### src/sv/tias_pkg.sv
// Shared types and constants for the track isolation annulus sum block.
// Used by the front, the back and the top level; depends on nothing.
package tias_pkg;

  // Field widths
  localparam int ETA_W    = 13;
  localparam int PHI_W    = 12;
  localparam int Z_W      = 16;
  localparam int PT_W     = 16;
  localparam int RAD_W    = 12;
  localparam int CFG_W    = 16;
  localparam int CFG_IDX_W = 2;
  localparam int PT_SUM_W = 24;

  // Accumulator width default and queue depths
  localparam int SUM_WIDTH_DEF = 24;
  localparam int MID_DEPTH     = 4;
  localparam int OUT_DEPTH     = 4;

  // Opcodes
  localparam logic OP_LOAD  = 1'b0;
  localparam logic OP_TRACK = 1'b1;

  // Configuration register indexes
  localparam logic [CFG_IDX_W-1:0] CFG_OUTER_RADIUS = 2'd0;
  localparam logic [CFG_IDX_W-1:0] CFG_INNER_RADIUS = 2'd1;
  localparam logic [CFG_IDX_W-1:0] CFG_PT_THRESHOLD = 2'd2;
  localparam logic [CFG_IDX_W-1:0] CFG_MAX_Z_DIST   = 2'd3;

  // Configuration reset values
  localparam logic [RAD_W-1:0] OUTER_RADIUS_RST = 12'd196;
  localparam logic [RAD_W-1:0] INNER_RADIUS_RST = 12'd10;
  localparam logic [PT_W-1:0]  PT_THRESHOLD_RST = 16'd64;
  localparam logic [Z_W-1:0]   MAX_Z_DIST_RST   = 16'd20;

  // Live configuration
  typedef struct packed {
    logic [RAD_W-1:0] outer_radius;
    logic [RAD_W-1:0] inner_radius;
    logic [PT_W-1:0]  pt_threshold;
    logic [Z_W-1:0]   max_z_distance;
  } cfg_t;

  // Classified item handed from the front to the back
  typedef struct packed {
    logic             op;
    logic             qual;     // passed pt and z cuts
    logic [ETA_W-1:0] abs_deta;
    logic [PHI_W-1:0] abs_dphi; // shorter way round, at most 2048
    logic [PT_W-1:0]  pt;
    logic             last;
  } mid_item_t;

  // Result item
  typedef struct packed {
    logic [PT_SUM_W-1:0] pt_sum;
    logic                saturated;
  } out_item_t;

endpackage

### src/sv/tias_queue.sv
// Small first-in first-out queue with registered storage.
// Generic; used between front and back and on the result side.
module tias_queue #(
  parameter int WIDTH = 8,
  parameter int DEPTH = 4
) (
  input  logic             clk,
  input  logic             rst_n,
  input  logic             push,
  input  logic [WIDTH-1:0] wr_data,
  output logic             full,
  input  logic             pop,
  output logic [WIDTH-1:0] rd_data,
  output logic             empty
);

  localparam int PTR_W = (DEPTH > 1) ? $clog2(DEPTH) : 1;
  localparam int CNT_W = $clog2(DEPTH + 1);
  localparam logic [PTR_W-1:0] LAST_PTR = PTR_W'(DEPTH - 1);
  localparam logic [CNT_W-1:0] FULL_CNT = CNT_W'(DEPTH);

  logic [WIDTH-1:0] mem [DEPTH];
  logic [PTR_W-1:0] wr_ptr_r, rd_ptr_r;
  logic [CNT_W-1:0] count_r;
  logic             do_push, do_pop;

  assign full    = (count_r == FULL_CNT);
  assign empty   = (count_r == '0);
  assign do_push = push && !full;
  assign do_pop  = pop && !empty;
  assign rd_data = mem[rd_ptr_r];

  // Storage
  always_ff @(posedge clk) begin
    if (do_push) begin
      mem[wr_ptr_r] <= wr_data;
    end
  end

  // Pointers and fill count
  always_ff @(posedge clk) begin
    if (!rst_n) begin
      wr_ptr_r <= '0;
      rd_ptr_r <= '0;
      count_r  <= '0;
    end else begin
      if (do_push) begin
        wr_ptr_r <= (wr_ptr_r == LAST_PTR) ? '0 : wr_ptr_r + 1'b1;
      end
      if (do_pop) begin
        rd_ptr_r <= (rd_ptr_r == LAST_PTR) ? '0 : rd_ptr_r + 1'b1;
      end
      if (do_push && !do_pop) begin
        count_r <= count_r + 1'b1;
      end else if (do_pop && !do_push) begin
        count_r <= count_r - 1'b1;
      end
    end
  end

endmodule

### src/sv/tias_front.sv
// Front part: holds the reference track, applies pt and z cuts and forms
// the eta and phi distances. Depends on tias_pkg.
module tias_front (
  input  logic                     clk,
  input  logic                     rst_n,
  input  logic                     accept,
  input  logic                     opcode,
  input  logic signed [tias_pkg::ETA_W-1:0] eta,
  input  logic [tias_pkg::PHI_W-1:0] phi,
  input  logic signed [tias_pkg::Z_W-1:0]   z0,
  input  logic [tias_pkg::PT_W-1:0]  pt,
  input  logic                     last,
  input  tias_pkg::cfg_t           cfg,
  output tias_pkg::mid_item_t      item
);
  import tias_pkg::*;

  logic signed [ETA_W-1:0] ref_eta_r;
  logic [PHI_W-1:0]        ref_phi_r;
  logic signed [Z_W-1:0]   ref_z_r;

  logic signed [Z_W:0]     dz;
  logic [Z_W:0]            abs_dz;
  logic signed [ETA_W:0]   deta;
  logic [ETA_W:0]          abs_deta;
  logic [PHI_W-1:0]        dphi;

  // Reference track, loaded by opcode 0
  always_ff @(posedge clk) begin
    if (!rst_n) begin
      ref_eta_r <= '0;
      ref_phi_r <= '0;
      ref_z_r   <= '0;
    end else if (accept && opcode == OP_LOAD) begin
      ref_eta_r <= eta;
      ref_phi_r <= phi;
      ref_z_r   <= z0;
    end
  end

  // Distances to the reference
  always_comb begin
    dz       = (Z_W+1)'(z0) - (Z_W+1)'(ref_z_r);
    abs_dz   = dz[Z_W] ? (Z_W+1)'(-dz) : (Z_W+1)'(dz);
    deta     = (ETA_W+1)'(eta) - (ETA_W+1)'(ref_eta_r);
    abs_deta = deta[ETA_W] ? (ETA_W+1)'(-deta) : (ETA_W+1)'(deta);
    dphi     = phi - ref_phi_r;
    // wrap to the shorter way round the circle
    if (dphi > 12'd2048) begin
      dphi = ~dphi + 1'b1;
    end
  end

  // Classified item
  always_comb begin
    item.op       = opcode;
    item.qual     = (pt >= cfg.pt_threshold) && (abs_dz <= {1'b0, cfg.max_z_distance});
    item.abs_deta = abs_deta[ETA_W-1:0];
    item.abs_dphi = dphi;
    item.pt       = pt;
    item.last     = last;
  end

endmodule

### src/sv/tias_back.sv
// Back part: squares the distances, tests the annulus and accumulates the
// saturating pt sum; emits one result per last track. Depends on tias_pkg.
module tias_back #(
  parameter int SUM_WIDTH = tias_pkg::SUM_WIDTH_DEF
) (
  input  logic                 clk,
  input  logic                 rst_n,
  input  tias_pkg::cfg_t       cfg,
  input  tias_pkg::mid_item_t  mid_item,
  input  logic                 mid_empty,
  output logic                 mid_pop,
  input  logic                 res_full,
  output logic                 res_push,
  output tias_pkg::out_item_t  res_item
);
  import tias_pkg::*;

  localparam int SQ_E_W = 2 * ETA_W;
  localparam int SQ_P_W = 2 * PHI_W;
  localparam int D2_W   = SQ_E_W + 1;
  localparam int R2_W   = 2 * RAD_W;

  logic                 adv;

  // radius squares, refreshed every cycle from the configuration
  logic [R2_W-1:0]      outer_r2_r, inner_r2_r;

  // stage 1: squares
  logic                 s1_v_r, s1_op_r, s1_qual_r, s1_last_r;
  logic [PT_W-1:0]      s1_pt_r;
  logic [SQ_E_W-1:0]    s1_esq_r;
  logic [SQ_P_W-1:0]    s1_psq_r;

  // stage 2: annulus decision
  logic                 s2_v_r, s2_op_r, s2_add_r, s2_last_r;
  logic [PT_W-1:0]      s2_pt_r;
  logic [D2_W-1:0]      d2;
  logic                 hit;

  // accumulator
  logic [SUM_WIDTH-1:0] sum_r, sum_nxt;
  logic                 ovf_r, ovf_nxt;
  logic [SUM_WIDTH:0]   acc_w;

  assign adv     = !res_full;
  assign mid_pop = adv && !mid_empty;

  always_ff @(posedge clk) begin
    outer_r2_r <= R2_W'(cfg.outer_radius) * R2_W'(cfg.outer_radius);
    inner_r2_r <= R2_W'(cfg.inner_radius) * R2_W'(cfg.inner_radius);
  end

  // Stage valid bits
  always_ff @(posedge clk) begin
    if (!rst_n) begin
      s1_v_r <= 1'b0;
      s2_v_r <= 1'b0;
    end else if (adv) begin
      s1_v_r <= !mid_empty;
      s2_v_r <= s1_v_r;
    end
  end

  // Stage 1 payload
  always_ff @(posedge clk) begin
    if (adv) begin
      s1_op_r   <= mid_item.op;
      s1_qual_r <= mid_item.qual;
      s1_last_r <= mid_item.last;
      s1_pt_r   <= mid_item.pt;
      s1_esq_r  <= SQ_E_W'(mid_item.abs_deta) * SQ_E_W'(mid_item.abs_deta);
      s1_psq_r  <= SQ_P_W'(mid_item.abs_dphi) * SQ_P_W'(mid_item.abs_dphi);
    end
  end

  // Stage 2: inner^2 <= d2 < outer^2
  always_comb begin
    d2  = D2_W'(s1_esq_r) + D2_W'(s1_psq_r);
    hit = s1_qual_r && (d2 >= D2_W'(inner_r2_r)) && (d2 < D2_W'(outer_r2_r));
  end

  always_ff @(posedge clk) begin
    if (adv) begin
      s2_op_r   <= s1_op_r;
      s2_add_r  <= hit;
      s2_last_r <= s1_last_r;
      s2_pt_r   <= s1_pt_r;
    end
  end

  // Saturating accumulate; a load item clears the sum and the overflow flag
  always_comb begin
    acc_w   = {1'b0, sum_r} + (SUM_WIDTH+1)'(s2_pt_r);
    sum_nxt = sum_r;
    ovf_nxt = ovf_r;
    if (s2_op_r == OP_LOAD) begin
      sum_nxt = '0;
      ovf_nxt = 1'b0;
    end else if (s2_add_r) begin
      if (acc_w[SUM_WIDTH]) begin
        sum_nxt = '1;
        ovf_nxt = 1'b1;
      end else begin
        sum_nxt = acc_w[SUM_WIDTH-1:0];
      end
    end
  end

  always_ff @(posedge clk) begin
    if (!rst_n) begin
      sum_r <= '0;
      ovf_r <= 1'b0;
    end else if (adv && s2_v_r) begin
      sum_r <= sum_nxt;
      ovf_r <= ovf_nxt;
    end
  end

  // Result on a last track
  assign res_push           = adv && s2_v_r && (s2_op_r == OP_TRACK) && s2_last_r;
  assign res_item.pt_sum    = PT_SUM_W'(sum_nxt);
  assign res_item.saturated = ovf_nxt;

endmodule

### src/sv/track_isolation_annulus_sum_core.sv
// Track isolation annulus sum: top level with configuration registers,
// front, back and the two queues. Depends on tias_pkg, tias_front,
// tias_back and tias_queue.
//
// Input channel: an item is taken when in_push is high and in_full is low.
// Opcode 0 loads the reference track and clears the sum; opcode 1 presents
// a track, and a track with in_last set produces one result.
// Result channel: while out_empty is low the oldest result sits on
// out_pt_sum/out_saturated; out_pop takes it.
// Configuration: cfg_valid with cfg_index/cfg_data writes a register;
// cfg_ready is always high. Write only while the block is idle.
// Throughput: one item per cycle while in_full is low. An accepted last track
// passes the middle queue slot, the squaring stage and the annulus compare
// stage; the sum is formed as the result enters the queue.
// When the receiver stalls, the result queue fills, the back pipeline
// holds, then the middle queue fills and in_full rises.
// Reset (synchronous, rst_n low) clears the queues, the reference track,
// the sum and the overflow flag and loads the register reset values.
module track_isolation_annulus_sum_core #(
  parameter int SUM_WIDTH = tias_pkg::SUM_WIDTH_DEF
) (
  input  logic                                  clk,
  input  logic                                  rst_n,
  // input channel
  input  logic                                  in_push,
  output logic                                  in_full,
  input  logic                                  in_opcode,
  input  logic signed [tias_pkg::ETA_W-1:0]     in_eta,
  input  logic [tias_pkg::PHI_W-1:0]            in_phi,
  input  logic signed [tias_pkg::Z_W-1:0]       in_z0,
  input  logic [tias_pkg::PT_W-1:0]             in_pt,
  input  logic                                  in_last,
  // result channel
  output logic                                  out_empty,
  input  logic                                  out_pop,
  output logic [tias_pkg::PT_SUM_W-1:0]         out_pt_sum,
  output logic                                  out_saturated,
  // configuration
  input  logic                                  cfg_valid,
  output logic                                  cfg_ready,
  input  logic [tias_pkg::CFG_IDX_W-1:0]        cfg_index,
  input  logic [tias_pkg::CFG_W-1:0]            cfg_data
);
  import tias_pkg::*;

  localparam int MID_W = $bits(mid_item_t);
  localparam int OUT_W = $bits(out_item_t);

  cfg_t       cfg_r;
  mid_item_t  mid_wr, mid_rd;
  out_item_t  res_item, out_item;
  logic       mid_full, mid_empty, mid_pop;
  logic       res_push, res_full;
  logic       in_accept;

  assign cfg_ready = 1'b1;
  assign in_full   = mid_full;
  assign in_accept = in_push && !mid_full;

  // Configuration registers
  always_ff @(posedge clk) begin
    if (!rst_n) begin
      cfg_r.outer_radius   <= OUTER_RADIUS_RST;
      cfg_r.inner_radius   <= INNER_RADIUS_RST;
      cfg_r.pt_threshold   <= PT_THRESHOLD_RST;
      cfg_r.max_z_distance <= MAX_Z_DIST_RST;
    end else if (cfg_valid && cfg_ready) begin
      unique case (cfg_index)
        CFG_OUTER_RADIUS: cfg_r.outer_radius   <= cfg_data[RAD_W-1:0];
        CFG_INNER_RADIUS: cfg_r.inner_radius   <= cfg_data[RAD_W-1:0];
        CFG_PT_THRESHOLD: cfg_r.pt_threshold   <= cfg_data;
        CFG_MAX_Z_DIST:   cfg_r.max_z_distance <= cfg_data;
        default: ;
      endcase
    end
  end

  // Front: reference and cuts
  tias_front u_front (
    .clk    (clk),
    .rst_n  (rst_n),
    .accept (in_accept),
    .opcode (in_opcode),
    .eta    (in_eta),
    .phi    (in_phi),
    .z0     (in_z0),
    .pt     (in_pt),
    .last   (in_last),
    .cfg    (cfg_r),
    .item   (mid_wr)
  );

  // Queue between front and back
  tias_queue #(
    .WIDTH (MID_W),
    .DEPTH (MID_DEPTH)
  ) u_mid_q (
    .clk     (clk),
    .rst_n   (rst_n),
    .push    (in_push),
    .wr_data (mid_wr),
    .full    (mid_full),
    .pop     (mid_pop),
    .rd_data (mid_rd),
    .empty   (mid_empty)
  );

  // Back: squares, annulus test, accumulate
  tias_back #(
    .SUM_WIDTH (SUM_WIDTH)
  ) u_back (
    .clk       (clk),
    .rst_n     (rst_n),
    .cfg       (cfg_r),
    .mid_item  (mid_rd),
    .mid_empty (mid_empty),
    .mid_pop   (mid_pop),
    .res_full  (res_full),
    .res_push  (res_push),
    .res_item  (res_item)
  );

  // Result queue
  tias_queue #(
    .WIDTH (OUT_W),
    .DEPTH (OUT_DEPTH)
  ) u_out_q (
    .clk     (clk),
    .rst_n   (rst_n),
    .push    (res_push),
    .wr_data (res_item),
    .full    (res_full),
    .pop     (out_pop),
    .rd_data (out_item),
    .empty   (out_empty)
  );

  assign out_pt_sum    = out_item.pt_sum;
  assign out_saturated = out_item.saturated;

  // Checks
  a_res_no_overrun: assert property (@(posedge clk) disable iff (!rst_n)
    res_push |-> !res_full)
    else $error("result pushed into a full queue");

  a_reset_empty: assert property (@(posedge clk)
    !rst_n |=> out_empty && !in_full)
    else $error("queues not empty after reset");

  a_sat_means_max: assert property (@(posedge clk) disable iff (!rst_n)
    res_push && res_item.saturated |->
      res_item.pt_sum == PT_SUM_W'({SUM_WIDTH{1'b1}}))
    else $error("saturated result without maximum sum");

  a_pop_only_valid: assert property (@(posedge clk) disable iff (!rst_n)
    mid_pop |-> !mid_empty && !res_full)
    else $error("middle queue popped while back stalled or queue empty");

endmodule
### config.mk
export PLATFORM = sky130hd
export DESIGN_NAME = track_isolation_annulus_sum_core
export DESIGN_NICKNAME = d
export VERILOG_FILES = /design/src/sv/tias_pkg.sv /design/src/sv/tias_queue.sv /design/src/sv/tias_front.sv /design/src/sv/tias_back.sv /design/src/sv/track_isolation_annulus_sum_core.sv
export SDC_FILE = /design/constraint.sdc
export NUM_CORES = 2
export LEC_CHECK = 0
export BUFFER_PORTS_ARGS = -buffer_cell sky130_fd_sc_hd__buf_2
export CAP_MARGIN = 20
export CORE_MARGIN = 2
export CORE_UTILIZATION = 50
export CTS_CLUSTER_SIZE = 30
export DETAILED_ROUTE_END_ITERATION = 10
export GPL_TIMING_DRIVEN = 0
export PLACE_DENSITY_LB_ADDON = 0.25
export SLEW_MARGIN = 20
export SYNTH_ARGS = -nofsm -noshare
export SYNTH_HDL_FRONTEND = slang
export SYNTH_SLANG_ARGS = --single-unit
### constraint.sdc
create_clock -name clk -period 8.48 [get_ports clk]
set_input_delay 1.696 -clock clk [delete_from_list [all_inputs] [get_ports clk]]
set_output_delay 1.696 -clock clk [all_outputs]
set_load 0.02 [all_outputs]
==> results by group <==
Outcome
  – Status: complete, no violations

Synth
  – Synthesized-area fraction occupied by adder cells: 28.5%
  – Mux contribution to synthesized area: between 4 and 5%
  – Yosys reg bits: 550
  – Area contributors post-synth: edfxtp_1 26%, fa_1 16%, ha_1 12%
  – EDFF count, synth: 362
  – Synth Area in Simple Gates: 11.2%
  – Net Count, Synth: 4,913
  – Cell variety after synth: 82
  – Avg Inst Size Synth: 10.4 um2
  – Sequential share of the synthesized area: about a third
  – Asr flop ratio synth: 0%
  – Yosys top cell area share: 25.7%
  – Main combinational cell family by area after synthesis: adder cells
  – Synth area leader: edfxtp_1
  – Total number of yosys warnings: 0
  – Synth Flop Type: edfxtp_1
  – Syn Inst Count: approximately 4,100
  – Synthesized area: 42,200 um2
  – XOR/XNOR Fraction of Synth Area: 4.09%
  – Post-synthesis compound-gate area fraction: 9.90%

Floorplan
  – Die H: 295 um
  – Cell Rows: 106
  – Die W: a little under 300 um
  – CORE AREA: ~84,000 um2
  – Io pins: 110
  – Die Area: roughly 87,000 um2
  – Initial Utilization: 50.5%

Final layout
  – Share of cells above drive strength 1: 8.82%
  – Area Growth Syn to Fin: 9.96%
  – Final #Nets: 5,081
  – Commonest cells after routing, fill and taps aside: 740 x inv_1, 425 x nand2_1, 411 x ha_1, 362 x edfxtp_1, 344 x fa_1
  – Layout filler cell count: around 7,400
  – Most common cell after layout, fill and taps aside: inv_1
  – Post-route insts no fill: 5,432

STA
  – Worst clock skew: 0.0244 ns
  – Endpoints failing setup: 0
  – Max Freq: 128 MHz
  – RSZ-0062 raised after global routing: false
  – Slew @ Worst Pin: 1.21 ns
  – Fin. max-slew vios: 0
  – Slew margin rel.: 19.1%
  – Hold slack: between 0.4 and 0.5 ns
  – Min cycle time layout: between 7 and 8 ns
  – Final period util: 92.3%
  – Final Hold Viols: 0

Critical path
  – Crit-path max cell delay: around 0.55 ns
  – Worst Path Required: 8.85 ns
  – Worst Path Arrival: 8.19 ns
  – Crit-path max FO: 10
  – Reg2reg end: u_back.s1_esq_r[25]$_DFFE_PN_
  – Worst Reg-to-Reg Cells: 25
  – Setup crit end kind: register
  – Crit start category: register
  – CP bufs+invs: 8
  – Worst R2R Setup Slack: roughly 0.65 ns
  – Crit-path leading delay family: adder cells
  – CP endpoint: u_back.s1_esq_r[25]$_DFFE_PN_
  – Worst path depth: 25
  – CP max stage cell: fa_1
  – WS Path Type: register to register

Clock network
  – Num CTS Buffers: 59
  – H-Tree Depth: 2
  – Clk slew on worst S/H paths: 0.06 ns
  – Max Root-Sink Buffers: 3
  – CTS root buffer: clkbuf_16
  – Worst-skew pair later-pin latency: 0.63 ns
  – CTS tree: built
  – CTS Hold Bufs: 0
  – Clock sinks: between 500 and 600

Detailed routing
  – DR WL met2: 43,000 um
  – Pre-Repair DR Iteration Count: 6
  – Wl on met1: 41,800 um
  – Vias/cell: 5.27
  – Wire length on met3: 5390 um
  – DRT iter0 DRCs: 1,704
  – Antenna Nets Post-Route: 0
  – Vias: between 20,000 and 30,000
  – Max layer used: met5
  – Routed wire length: 92,900 um
  – # DRC: 0
  – Drt wl/cell: approximately 17 um

Global route
  – Vias in the first global route: around 29,000
  – Gr ovfl total: 0
  – Antenna violations before repair: 9
  – Global-route wire length before repair: roughly 150,000 um
  – Gr usage total: 22.1%
  – Largest net degree at the start of global routing: 48

Worst hold path
  – Hold Path Class: register to register

Flow run
  – Max-cap violation count: 0

Place
  – Gpl congestion: around 0.88
  – Post-detail-place hpwl: 73,000 um
  – Placed insts: roughly 5,300
  – Port-buffer cells: 107
[through the flow]
step / area, um2 / setup slack, ns / util (%) / TNS, ns
CTS: 46400 / 0.138 / 55.5 / 0
floorplan: 42200 / 1.44 / - / 0
global placement: 44200 / -0.199 / 52.8 / -0.370
global route: 46400 / 0.103 / 55.5 / 0
finish: 46400 / 0.655 / 55.5 / 0
detailed placement: 44200 / -0.263 / 52.8 / -0.699
[cells by family (layout without fill, tap and decap cells)]
family | after synthesis | after routing
xor gates and xnor gates | 197 | 197
muxes | 105 | 105
buffers and inverters | 858 | 1077
and+or+nand+nor | 1014 | 1014
adders and majority gates | 755 | 755
other | 1 | 4
AOI/OAI and AO/OA | 596 | 596
DFF | 550 | 550
[synthesized netlist by cell type, drive strengths merged (20+ instances only)]
cell and instances:
nor2 208, mux2i 28, a31oi 20, and3 35, nor2b 40, nand2 426, xnor2 140, a31o 22
inv 740, nand2b 28, mux4 50, dfxtp 188, o21ai 91, nor3 46, fa 344, xor2 57
edfxtp 362, ha 411, clkbuf 93, mux2 27, o21a 42, a21o 49, a21boi 96, and2 113
nand3 43, a21oi 124
[metal layers]
layer  vias to the layer above  track usage [%]
li1                      13910                -
met1                     13978             30.1
met2                       607             36.4
met3                       147             3.62
met4                        10             6.55
met5                         -                0
[worst min path at each step]
stage                     slack [ns]  depth (start not counted)                            to                         start
after floorplan                 0.37                          0  u_back.inner_r2_r[0]$_DFF_P_        cfg_r[32]$_SDFFE_PN0P_
after global placement          0.40                          0   u_back.s2_pt_r[3]$_DFFE_PN_   u_back.s1_pt_r[3]$_DFFE_PN_
after detailed placement        0.40                          0    u_back.s2_last_r$_DFFE_PN_    u_back.s1_last_r$_DFFE_PN_
after CTS                       0.42                          0    u_back.s2_last_r$_DFFE_PN_    u_back.s1_last_r$_DFFE_PN_
after global routing            0.43                          0  u_back.s2_pt_r[12]$_DFFE_PN_  u_back.s1_pt_r[12]$_DFFE_PN_
final                           0.42                          0   u_back.s2_pt_r[3]$_DFFE_PN_   u_back.s1_pt_r[3]$_DFFE_PN_
[repair_timing]
item                       CTS  global route
setup buffers                0             0
setup endpoints to repair    4             4
pin swaps                    0             0
gates resized for setup      4             6
cloned                       0             0
[state kept, by name (all words and copies together), names as in the netlist, 3 cells and up, named ones only]
signal	flops
u_front.ref_phi_r	12
u_out_q.count_r	3
u_front.ref_z_r	16
u_mid_q.count_r	3
u_back.s1_psq_r	23
u_out_q.mem	100
u_back.s2_pt_r	16
u_front.ref_eta_r	13
u_back.outer_r2_r	23
u_back.sum_r	24
u_back.s1_pt_r	16
u_back.s1_esq_r	25
u_mid_q.mem	176
u_back.inner_r2_r	23
cfg_r	56
[cell type report]
cell class / count / area, um2 / area share (%)
Antenna cell: 3 / 7.51 / 0.0162
Buffer: 110 / 442 / 0.951
Clock buffer: 67 / 1590 / 3.42
Clock inverter: 45 / 593 / 1.28
Inverter: 746 / 2800 / 6.03
Multi-Input combinational cell: 2668 / 24400 / 52.5
Sequential cell: 550 / 14600 / 31.5
Tap cell: 1134 / 1420 / 3.06
Timing Repair Buffer: 109 / 567 / 1.22
Power is left out: the tool's default activity adds up to more than one toggle a clock period on the data nets, which glitch-free logic cannot reach.
